===== src/rtl/core/hilbert_grid_tour_macros.svh =====
// Assertion macros for the Hilbert grid tour block.
`ifndef HILBERT_GRID_TOUR_MACROS_SVH
`define HILBERT_GRID_TOUR_MACROS_SVH
`ifndef NO_ASSERTIONS
`define HGT_ASSERT_IMPL(label, ante, cons) \
  label: assert property (@(posedge clk) disable iff (rst) (ante) |-> (cons)) \
    else $error("hilbert_grid_tour: same-cycle check failed");
`define HGT_ASSERT_NEXT(label, ante, cons) \
  label: assert property (@(posedge clk) disable iff (rst) (ante) |=> (cons)) \
    else $error("hilbert_grid_tour: next-cycle check failed");
`else
`define HGT_ASSERT_IMPL(label, ante, cons)
`define HGT_ASSERT_NEXT(label, ante, cons)
`endif
`endif


===== src/rtl/core/hgt_pkg.sv =====
// Shared types and constants for the Hilbert grid tour block.
`timescale 1ns / 1ps
package hgt_pkg;

  localparam int COORD_W = 4;
  localparam int DIM_W   = 5;
  localparam logic [DIM_W-1:0] MAX_DIM = 5'd16;
  localparam logic [DIM_W-1:0] DIM_RESET = 5'd16;

  localparam logic REG_COLS = 1'b0;
  localparam logic REG_ROWS = 1'b1;

  localparam logic FUNC_START   = 1'b0;
  localparam logic FUNC_ADVANCE = 1'b1;

  typedef struct packed {
    logic capture;
    logic locate;
    logic step_adv;
    logic step_last;
    logic set_invalid;
    logic load_out;
  } cmd_t;

  typedef struct packed {
    logic start_in_grid;
    logic probe_hit;
    logic probe_found;
    logic active;
    logic out_free;
  } stat_t;

endpackage


===== src/rtl/core/hgt_if.sv =====
// Request and point stream interfaces of the Hilbert grid tour block.
`timescale 1ns / 1ps
interface hgt_request_if;
  logic                        valid;
  logic                        ready;
  logic                        func;
  logic [hgt_pkg::COORD_W-1:0] start_x;
  logic [hgt_pkg::COORD_W-1:0] start_y;

  modport source (output valid, func, start_x, start_y, input ready);
  modport sink (input valid, func, start_x, start_y, output ready);
endinterface

interface hgt_point_if;
  logic                        valid;
  logic                        ready;
  logic [hgt_pkg::COORD_W-1:0] point_x;
  logic [hgt_pkg::COORD_W-1:0] point_y;
  logic                        point_valid;
  logic                        tour_last;

  modport source (output valid, point_x, point_y, point_valid, tour_last, input ready);
  modport sink (input valid, point_x, point_y, point_valid, tour_last, output ready);
endinterface


===== src/rtl/core/hgt_regs.sv =====
// Grid size registers behind the APB-style port, with effective limits.
`timescale 1ns / 1ps
module hgt_regs #(
  parameter int ORDER = 4
) (
  input  logic                      clk,
  input  logic                      rst,
  input  logic                      psel,
  input  logic                      penable,
  input  logic                      pwrite,
  input  logic [2:0]                paddr,
  input  logic [31:0]               pwdata,
  output logic [31:0]               prdata,
  output logic                      pready,
  output logic [hgt_pkg::DIM_W-1:0] lim_cols,
  output logic [hgt_pkg::DIM_W-1:0] lim_rows
);

  localparam int SIDE = 1 << ORDER;
  localparam int CAP  = (SIDE < int'(hgt_pkg::MAX_DIM)) ? SIDE : int'(hgt_pkg::MAX_DIM);
  localparam logic [hgt_pkg::DIM_W-1:0] CAP_V = hgt_pkg::DIM_W'(CAP);

  logic [hgt_pkg::DIM_W-1:0] grid_cols;
  logic [hgt_pkg::DIM_W-1:0] grid_rows;
  logic                      wr;

  assign wr     = psel && penable && pwrite;
  assign pready = 1'b1;

  always_ff @(posedge clk) begin
    if (rst) begin
      grid_cols <= hgt_pkg::DIM_RESET;
      grid_rows <= hgt_pkg::DIM_RESET;
    end else if (wr) begin
      if (paddr[2] == hgt_pkg::REG_ROWS) begin
        grid_rows <= pwdata[hgt_pkg::DIM_W-1:0];
      end else begin
        grid_cols <= pwdata[hgt_pkg::DIM_W-1:0];
      end
    end
  end

  always_comb begin
    if (paddr[2] == hgt_pkg::REG_COLS) begin
      prdata = {{(32 - hgt_pkg::DIM_W){1'b0}}, grid_cols};
    end else begin
      prdata = {{(32 - hgt_pkg::DIM_W){1'b0}}, grid_rows};
    end
  end

  assign lim_cols = (grid_cols > CAP_V) ? CAP_V : grid_cols;
  assign lim_rows = (grid_rows > CAP_V) ? CAP_V : grid_rows;

endmodule


===== src/rtl/core/hgt_ctrl.sv =====
// Controller state machine sequencing start, scan and result transfer.
`timescale 1ns / 1ps
module hgt_ctrl (
  input  logic           clk,
  input  logic           rst,
  input  logic           request_valid,
  input  logic           request_func,
  output logic           request_ready,
  input  hgt_pkg::stat_t stat,
  output hgt_pkg::cmd_t  cmd
);

  typedef enum logic [4:0] {
    S_IDLE      = 5'b00001,
    S_LOCATE    = 5'b00010,
    S_STEP_ADV  = 5'b00100,
    S_STEP_LAST = 5'b01000,
    S_EMIT      = 5'b10000
  } state_t;

  state_t state;
  state_t state_next;

  always_ff @(posedge clk) begin
    if (rst) begin
      state <= S_IDLE;
    end else begin
      state <= state_next;
    end
  end

  always_comb begin
    cmd           = '0;
    state_next    = state;
    request_ready = (state == S_IDLE);
    case (state)
      S_IDLE: begin
        if (request_valid) begin
          if (request_func == hgt_pkg::FUNC_START) begin
            cmd.capture = 1'b1;
            state_next  = S_LOCATE;
          end else if (stat.active) begin
            state_next = S_STEP_ADV;
          end else begin
            cmd.set_invalid = 1'b1;
            state_next      = S_EMIT;
          end
        end
      end
      S_LOCATE: begin
        cmd.locate = 1'b1;
        state_next = stat.start_in_grid ? S_STEP_LAST : S_EMIT;
      end
      S_STEP_ADV: begin
        cmd.step_adv = 1'b1;
        if (stat.probe_hit) begin
          state_next = S_EMIT;
        end else if (stat.probe_found) begin
          state_next = S_STEP_LAST;
        end
      end
      S_STEP_LAST: begin
        cmd.step_last = 1'b1;
        if (stat.probe_hit || stat.probe_found) begin
          state_next = S_EMIT;
        end
      end
      S_EMIT: begin
        if (stat.out_free) begin
          cmd.load_out = 1'b1;
          state_next   = S_IDLE;
        end
      end
      default: begin
        state_next = S_IDLE;
      end
    endcase
  end

endmodule


===== src/rtl/core/hgt_datapath.sv =====
// Curve index registers, index probe unit and output register.
`timescale 1ns / 1ps
module hgt_datapath #(
  parameter int ORDER = 4
) (
  input  logic                        clk,
  input  logic                        rst,
  input  hgt_pkg::cmd_t               cmd,
  output hgt_pkg::stat_t              stat,
  input  logic [hgt_pkg::COORD_W-1:0] start_x,
  input  logic [hgt_pkg::COORD_W-1:0] start_y,
  input  logic [hgt_pkg::DIM_W-1:0]   lim_cols,
  input  logic [hgt_pkg::DIM_W-1:0]   lim_rows,
  hgt_point_if.source                 point
);

  localparam int CW    = ORDER;
  localparam int IDX_W = 2 * ORDER;
  localparam int CMP_W = (CW > hgt_pkg::DIM_W) ? CW : hgt_pkg::DIM_W;

  function automatic logic [2*CW-1:0] d2xy(input logic [IDX_W-1:0] d);
    logic [CW-1:0] a;
    logic [CW-1:0] b;
    logic [CW-1:0] tmp;
    logic [CW-1:0] mask;
    logic          rx;
    logic          ry;
    a = '0;
    b = '0;
    for (int i = 0; i < ORDER; i++) begin
      rx   = d[2*i+1];
      ry   = d[2*i] ^ rx;
      mask = CW'((1 << i) - 1);
      if (!ry) begin
        if (rx) begin
          a = a ^ mask;
          b = b ^ mask;
        end
        tmp = a;
        a   = b;
        b   = tmp;
      end
      a[i] = rx;
      b[i] = ry;
    end
    return {b, a};
  endfunction

  function automatic logic [IDX_W-1:0] xy2d(input logic [CW-1:0] px,
                                            input logic [CW-1:0] py);
    logic [CW-1:0]    x;
    logic [CW-1:0]    y;
    logic [CW-1:0]    tmp;
    logic [IDX_W-1:0] d;
    logic             rx;
    logic             ry;
    x = py;
    y = px;
    d = '0;
    for (int i = ORDER - 1; i >= 0; i--) begin
      rx         = x[i];
      ry         = y[i];
      d[2*i+1]   = rx;
      d[2*i]     = rx ^ ry;
      if (!ry) begin
        if (rx) begin
          x = ~x;
          y = ~y;
        end
        tmp = x;
        x   = y;
        y   = tmp;
      end
    end
    return d;
  endfunction

  logic [hgt_pkg::COORD_W-1:0] sx;
  logic [hgt_pkg::COORD_W-1:0] sy;
  logic [IDX_W-1:0]            curve_index;
  logic [IDX_W-1:0]            start_index;
  logic [IDX_W-1:0]            probe;
  logic                        active;
  logic [CW-1:0]               res_x;
  logic [CW-1:0]               res_y;
  logic                        res_valid;
  logic                        res_last;
  logic                        out_valid;
  logic [hgt_pkg::COORD_W-1:0] out_x;
  logic [hgt_pkg::COORD_W-1:0] out_y;
  logic                        out_pv;
  logic                        out_last;

  logic [CW-1:0]    probe_px;
  logic [CW-1:0]    probe_py;
  logic             probe_in;
  logic             hit;
  logic             found;
  logic             start_ok;
  logic [IDX_W-1:0] d_start;

  assign {probe_px, probe_py} = d2xy(probe);
  assign probe_in = (CMP_W'(probe_px) < CMP_W'(lim_cols)) &&
                    (CMP_W'(probe_py) < CMP_W'(lim_rows));
  assign hit      = (probe == start_index);
  assign found    = !hit && probe_in;
  assign start_ok = (hgt_pkg::DIM_W'(sx) < lim_cols) && (hgt_pkg::DIM_W'(sy) < lim_rows);
  assign d_start  = xy2d(CW'(sx), CW'(sy));

  assign stat.start_in_grid = start_ok;
  assign stat.probe_hit     = hit;
  assign stat.probe_found   = found;
  assign stat.active        = active;
  assign stat.out_free      = !out_valid || point.ready;

  always_ff @(posedge clk) begin
    if (rst) begin
      active      <= 1'b0;
      curve_index <= '0;
      start_index <= '0;
      out_valid   <= 1'b0;
    end else begin
      if (cmd.locate) begin
        active <= start_ok;
        if (start_ok) begin
          curve_index <= d_start;
          start_index <= d_start;
        end
      end
      if (cmd.step_adv) begin
        if (hit) begin
          active <= 1'b0;
        end else if (found) begin
          curve_index <= probe;
        end
      end
      if (cmd.load_out) begin
        out_valid <= 1'b1;
      end else if (point.ready) begin
        out_valid <= 1'b0;
      end
    end
  end

  always_ff @(posedge clk) begin
    if (cmd.capture) begin
      sx <= start_x;
      sy <= start_y;
    end
    if (cmd.locate) begin
      probe     <= d_start + IDX_W'(1);
      res_x     <= CW'(sx);
      res_y     <= CW'(sy);
      res_valid <= start_ok;
      res_last  <= 1'b1;
    end
    if (cmd.step_adv) begin
      probe <= probe + IDX_W'(1);
      if (hit) begin
        res_valid <= 1'b0;
        res_last  <= 1'b1;
      end else if (found) begin
        res_x     <= probe_px;
        res_y     <= probe_py;
        res_valid <= 1'b1;
      end
    end
    if (cmd.step_last) begin
      // rewind to the index after the current point once the lookahead ends
      probe    <= (hit || found) ? curve_index + IDX_W'(1) : probe + IDX_W'(1);
      res_last <= hit;
    end
    if (cmd.set_invalid) begin
      res_valid <= 1'b0;
      res_last  <= 1'b1;
    end
    if (cmd.load_out) begin
      out_x    <= res_valid ? hgt_pkg::COORD_W'(res_x) : '0;
      out_y    <= res_valid ? hgt_pkg::COORD_W'(res_y) : '0;
      out_pv   <= res_valid;
      out_last <= res_last;
    end
  end

  assign point.valid       = out_valid;
  assign point.point_x     = out_x;
  assign point.point_y     = out_y;
  assign point.point_valid = out_pv;
  assign point.tour_last   = out_last;

endmodule


===== src/rtl/core/hilbert_grid_tour.sv =====
// Top level of the Hilbert grid tour block.
// Walks the in-grid points of a 2^ORDER-sided Hilbert curve one item at a time.
// A start item passes through transfer, locate, the probes and the load of the
// output register; an advance item passes through transfer, the probes and the
// load of the output register. Every probed curve index goes through the single
// index-to-point unit, one index at a time, so an item on a sparse grid probes
// more indices. An item also waits while the output register is still full. A
// finished point waits in the output register while the next request is taken.
`timescale 1ns / 1ps
`include "hilbert_grid_tour_macros.svh"
module hilbert_grid_tour #(
  parameter int ORDER = 4
) (
  input  logic        clk,
  input  logic        rst,
  hgt_request_if.sink request,
  hgt_point_if.source point,
  input  logic        psel,
  input  logic        penable,
  input  logic        pwrite,
  input  logic [2:0]  paddr,
  input  logic [31:0] pwdata,
  output logic [31:0] prdata,
  output logic        pready
);

  hgt_pkg::cmd_t             cmd;
  hgt_pkg::stat_t            stat;
  logic [hgt_pkg::DIM_W-1:0] lim_cols;
  logic [hgt_pkg::DIM_W-1:0] lim_rows;

  hgt_regs #(
    .ORDER(ORDER)
  ) u_regs (
    .clk     (clk),
    .rst     (rst),
    .psel    (psel),
    .penable (penable),
    .pwrite  (pwrite),
    .paddr   (paddr),
    .pwdata  (pwdata),
    .prdata  (prdata),
    .pready  (pready),
    .lim_cols(lim_cols),
    .lim_rows(lim_rows)
  );

  hgt_ctrl u_ctrl (
    .clk          (clk),
    .rst          (rst),
    .request_valid(request.valid),
    .request_func (request.func),
    .request_ready(request.ready),
    .stat         (stat),
    .cmd          (cmd)
  );

  hgt_datapath #(
    .ORDER(ORDER)
  ) u_datapath (
    .clk     (clk),
    .rst     (rst),
    .cmd     (cmd),
    .stat    (stat),
    .start_x (request.start_x),
    .start_y (request.start_y),
    .lim_cols(lim_cols),
    .lim_rows(lim_rows),
    .point   (point)
  );

  `HGT_ASSERT_NEXT(a_busy_after_transfer, request.valid && request.ready, !request.ready)
  `HGT_ASSERT_IMPL(a_load_into_free_slot, cmd.load_out, stat.out_free)
  `HGT_ASSERT_IMPL(a_no_point_closes, point.valid && !point.point_valid, point.tour_last && point.point_x == '0 && point.point_y == '0)

endmodule


===== src/flat_wrapper.sv =====
// flat-port wrapper written by rule: the top's interface ports become plain ports
module hilbert_grid_tour_flat 
#(
  parameter int ORDER = 4
)
  (clk, rst, psel, penable, pwrite, paddr, pwdata, prdata, pready, request_valid, request_func, request_start_x, request_start_y, request_ready, point_valid, point_point_x, point_point_y, point_point_valid, point_tour_last, point_ready);
  hgt_request_if request_i ();
  hgt_point_if point_i ();
  input  logic clk;
  input  logic rst;
  input  logic psel;
  input  logic penable;
  input  logic pwrite;
  input  logic [2:0] paddr;
  input  logic [31:0] pwdata;
  output logic [31:0] prdata;
  output logic pready;
  input wire logic [$bits(request_i.valid)-1:0] request_valid;
  input wire logic [$bits(request_i.func)-1:0] request_func;
  input wire logic [$bits(request_i.start_x)-1:0] request_start_x;
  input wire logic [$bits(request_i.start_y)-1:0] request_start_y;
  output wire logic [$bits(request_i.ready)-1:0] request_ready;
  output wire logic [$bits(point_i.valid)-1:0] point_valid;
  output wire logic [$bits(point_i.point_x)-1:0] point_point_x;
  output wire logic [$bits(point_i.point_y)-1:0] point_point_y;
  output wire logic [$bits(point_i.point_valid)-1:0] point_point_valid;
  output wire logic [$bits(point_i.tour_last)-1:0] point_tour_last;
  input wire logic [$bits(point_i.ready)-1:0] point_ready;
  assign request_i.valid = request_valid;
  assign request_i.func = request_func;
  assign request_i.start_x = request_start_x;
  assign request_i.start_y = request_start_y;
  assign request_ready = request_i.ready;
  assign point_valid = point_i.valid;
  assign point_point_x = point_i.point_x;
  assign point_point_y = point_i.point_y;
  assign point_point_valid = point_i.point_valid;
  assign point_tour_last = point_i.tour_last;
  assign point_i.ready = point_ready;
  hilbert_grid_tour #(.ORDER(ORDER)) u_core (.clk(clk), .rst(rst), .request(request_i), .point(point_i), .psel(psel), .penable(penable), .pwrite(pwrite), .paddr(paddr), .pwdata(pwdata), .prdata(prdata), .pready(pready));
endmodule

===== config.mk =====
export PLATFORM = sky130hd
export DESIGN_NAME = hilbert_grid_tour_flat
export DESIGN_NICKNAME = d
export VERILOG_FILES = /design/src/rtl/core/hgt_pkg.sv /design/src/rtl/core/hgt_if.sv /design/src/rtl/core/hgt_regs.sv /design/src/rtl/core/hgt_ctrl.sv /design/src/rtl/core/hgt_datapath.sv /design/src/rtl/core/hilbert_grid_tour.sv /design/src/flat_wrapper.sv
export VERILOG_INCLUDE_DIRS = /design/src /design/src/rtl/core
export SDC_FILE = /design/constraint.sdc
export NUM_CORES = 1
export LEC_CHECK = 0
export BUFFER_PORTS_ARGS = -buffer_cell sky130_fd_sc_hd__buf_2
export CAP_MARGIN = 20
export CORE_ASPECT_RATIO = 0.9
export CORE_MARGIN = 2
export CORE_UTILIZATION = 60
export DETAILED_ROUTE_END_ITERATION = 16
export GPL_TIMING_DRIVEN = 0
export PLACE_DENSITY = 0.93
export SLEW_MARGIN = 20
export SYNTH_ARGS = -nofsm -noshare
export SYNTH_HDL_FRONTEND = slang
export SYNTH_SLANG_ARGS = --single-unit

===== constraint.sdc =====
create_clock -name clk -period 8.35 [get_ports clk]
set_input_delay 0.835 -clock clk [delete_from_list [all_inputs] [get_ports clk]]
set_output_delay 0.835 -clock clk [all_outputs]
set_load 0.01 [all_outputs]

==> results.toml <==
[flow_run]
maxCapViolCount = 0

[final_layout]
drive_gt1_frac = 0.180
layout_common_cells = "72 x nand2_1, 45 x buf_2, 43 x dfxtp_1"
fillCellCount = 622
n_antenna_cell = 0
num-nets-final = 705
final_common_cell = "nand2_1"
syn2layout_area_growth_pct = 13.0

[sta]
fmax_ghz = 0.233
maxSlewViolCount = 0
finClkSkew_ps = 14.6
tns_ps = 0
tightest_slew_ps = 900
postLayoutSetupSlackWorst_ps = 4060
fin_crit_sh = 0.514
fin_crit_ps = 4290
grt_setup_unrepaired = "false"
setup_viol = 0
hold_viol = 0
relSlewSlack = 0.399

[setup_path]
crit_path_end_kind = "flip-flop"
cpPeakStageDelay_ps = 570
rr_worst_depth = 13
timing.rr.start = "u_core.u_datapath.probe[4]"
path_class = "flip-flop to flip-flop"
cp_data_required_time_ps = 8460
cp.arrival_ps = 4400
reg2reg_to = "u_core.u_datapath.probe[0]"
cp_cell_sequence = "ha_1 -> clkbuf_1 -> clkbuf_1 -> o21ai_0 -> o21ai_0 -> ha_1 -> a21oi_1 -> o32ai_1 -> a221oi_1 -> o31ai_1 -> a22oi_4 -> nor2_1 -> o221a_2"
slowest_stage = "edfxtp_1"
worstPathMaxFanout = 10
reg2reg_slack_ps = 4060
cp-start-kind = "flip-flop"

[cts]
cts_tree = "yes"
cts_buffer_depth = 2
cts.clk_slew.worst_paths_ps = 80
cts.repair.resized = 0
cts_sinks = 69
cts_hold_buf = 0
cts_setup_buffers = 0
cts_buffers = 9
worstSkewPairLatency_ps = 360
cts_root_buf = "clkbuf_8"
cts_htree_levels = 3

[yosys]
synthTopCellsByArea = "dfxtp_1 18%, edfxtp_1 16%, nand2_1 5.6%"
synth_cell_types = 73
yosysWarningCount = 0
synth_seq_cells = 69
yosysSeqAreaShare = 0.339
synth_flop_cell = "dfxtp_1"
postSynthCellCount = 561
synth_area_per_cell_um2 = 8.63
async_flop_share = 0
synth_edf_count = 26
yosysTopAreaCell = "dfxtp_1"
synthesis.area_um2 = 4840
synth.top_cell.area_share = 0.178

[global_routing]
grt_pass1_wl_um = 20100
overflow = 0
grt_max_degree = 13
track_usage = 0.293
grt_pass1_vias = 3922
antenna_found_initial = 0

[drt]
dr.pass1.iters = 5
vias_per_cell = 6.09
vias = 4499
remaining_drc_errors = 0
drtIter0Drc = 474
drt.antenna.violating_nets = 0
drt-wirelength-per-cell_um = 17.3
drt_wl_total_um = 12800

[outcome]
status = "complete, no violations"

[placement]
dpl.hpwl_um = 9660
dp_slack_ps = 4160
io_buffers = 37
gp_congestion = 1.01

[hold_path]
min-delay-start = "u_core.u_datapath.res_last"
hold_path.class = "flip-flop to flip-flop"
worstHoldPathCells = 0
min_to = "u_core.u_datapath.point.tour_last"

[die]
ios = 96
die_y_um = 89.2
fp.dieW_um = 98.7
dieArea_um2 = 8800
core_um2 = 7950
num_rows = 31
start_util = 0.609

[power_and_ir_drop]
p_leak_nw = 2.30
powerDensity_nw_per_um2 = 165
ir_drop_mv = 0.132
layout make-up:
| cell class | instances | area [µm²] | area share |
|---|---|---|---|
| Buffer | 62 | 370 | 0.0677 |
| Multi-Input combinational cell | 445 | 2890 | 0.527 |
| Clock inverter | 6 | 85.1 | 0.0156 |
| Timing Repair Buffer | 37 | 185 | 0.0339 |
| Inverter | 11 | 41.3 | 0.00755 |
| Tap cell | 99 | 124 | 0.0226 |
| Sequential cell | 69 | 1640 | 0.300 |
| Clock buffer | 10 | 138 | 0.0252 |
routing by layer:
| layer | wire (µm) | track usage |
|---|---|---|
| met5 | 0 | 0 |
| met2 | 5620 | 0.466 |
| met1 | 5480 | 0.400 |
| met4 | 346 | 0.0996 |
| met3 | 1340 | 0.0657 |
how the worst max path moves through the flow:
stage	startpoint	endpoint
detailed placement	u_core.u_datapath.probe[4]	u_core.u_datapath.probe[0]
finish	u_core.u_datapath.probe[4]	u_core.u_datapath.probe[0]
global placement	u_core.u_datapath.probe[4]	u_core.u_datapath.probe[0]
global route	u_core.u_datapath.probe[4]	u_core.u_datapath.probe[0]
floorplan	u_core.u_datapath.probe[5]	u_core.u_datapath.probe[6]
CTS	u_core.u_datapath.probe[4]	u_core.u_datapath.probe[0]
metrics by stage:
| step | total power [mW] | std cells | instance area (µm²) | hold WS, ps | util |
|---|---|---|---|---|---|
| final | 0.903 | 739 | 5470 | 452 | 0.688 |
| after global routing | 0.936 | 739 | 5470 | 466 | 0.688 |
| after CTS | 0.897 | 739 | 5470 | 453 | 0.688 |
| after detailed placement | 0.591 | 723 | 5250 | 421 | 0.660 |
| after global placement | 0.583 | 723 | 5250 | 419 | 0.660 |
| after floorplan | 0.540 | 587 | 4940 | 403 | - |
state kept, by name (all words and copies together) (netlist names):
| name | cells |
|---|---|
| u_core.u_datapath.sy | 4 |
| u_core.u_datapath.point.point_y | 4 |
| u_core.u_datapath.res_valid | 1 |
| u_core.u_regs.grid_rows | 5 |
| u_core.u_datapath.probe | 8 |
| u_core.u_datapath.start_index | 8 |
| u_core.u_datapath.point.point_x | 4 |
| u_core.u_ctrl.state | 5 |
| u_core.u_datapath.sx | 4 |
| u_core.u_datapath.point.valid | 1 |
| u_core.u_datapath.curve_index | 8 |
| u_core.u_datapath.active | 1 |
| u_core.u_regs.grid_cols | 5 |
| u_core.u_datapath.point.tour_last | 1 |
| u_core.u_datapath.res_last | 1 |
| u_core.u_datapath.res_y | 4 |
| u_core.u_datapath.res_x | 4 |
| u_core.u_datapath.point.point_valid | 1 |
worst max-delay path: cells and delay by family (launching register included):
family / cells / cell delay (ps)
buffers and inverters: 2 / 650
DFF: 1 / 570
AOI/OAI and AO/OA: 8 / 1890
adders and majority gates: 2 / 730
and+or+nand+nor: 1 / 210
power breakdown:
part           leakage [nW]  internal (mW)  switching [mW]
Clock                 0.110          0.176           0.134
Combinational          1.60         0.0833           0.110
Sequential            0.586          0.379          0.0209
logic make-up after synthesis:
logic type               Yosys count  synth area share
XOR/XNOR                          42            0.0819
buffers and inverters             73            0.0850
multiplexers                      19            0.0437
AND/OR/NAND/NOR                  211             0.212
other                              2           0.00155
AO/OA/AOI/OAI                    126             0.187
flip-flops                        69             0.339
adder cells (fa/ha/maj)           19            0.0491
synth_stat cells, types with 5 or more instances:
cell,n
dfxtp_1,43
a31oi_1,12
mux2i_1,11
clkbuf_1,21
a211oi_1,13
xnor2_1,17
buf_2,8
nor2_1,38
nand3_1,16
o211ai_1,11
and3_1,5
mux2_2,5
o21ai_0,17
inv_1,11
nand2_1,72
nor2b_1,6
ha_1,19
edfxtp_1,26
or2_2,5
nand2b_1,11
a21oi_1,23
and2_1,11
xor2_1,23
nor3_1,23
buf_4,30
(Power assumes the default switching activity.)
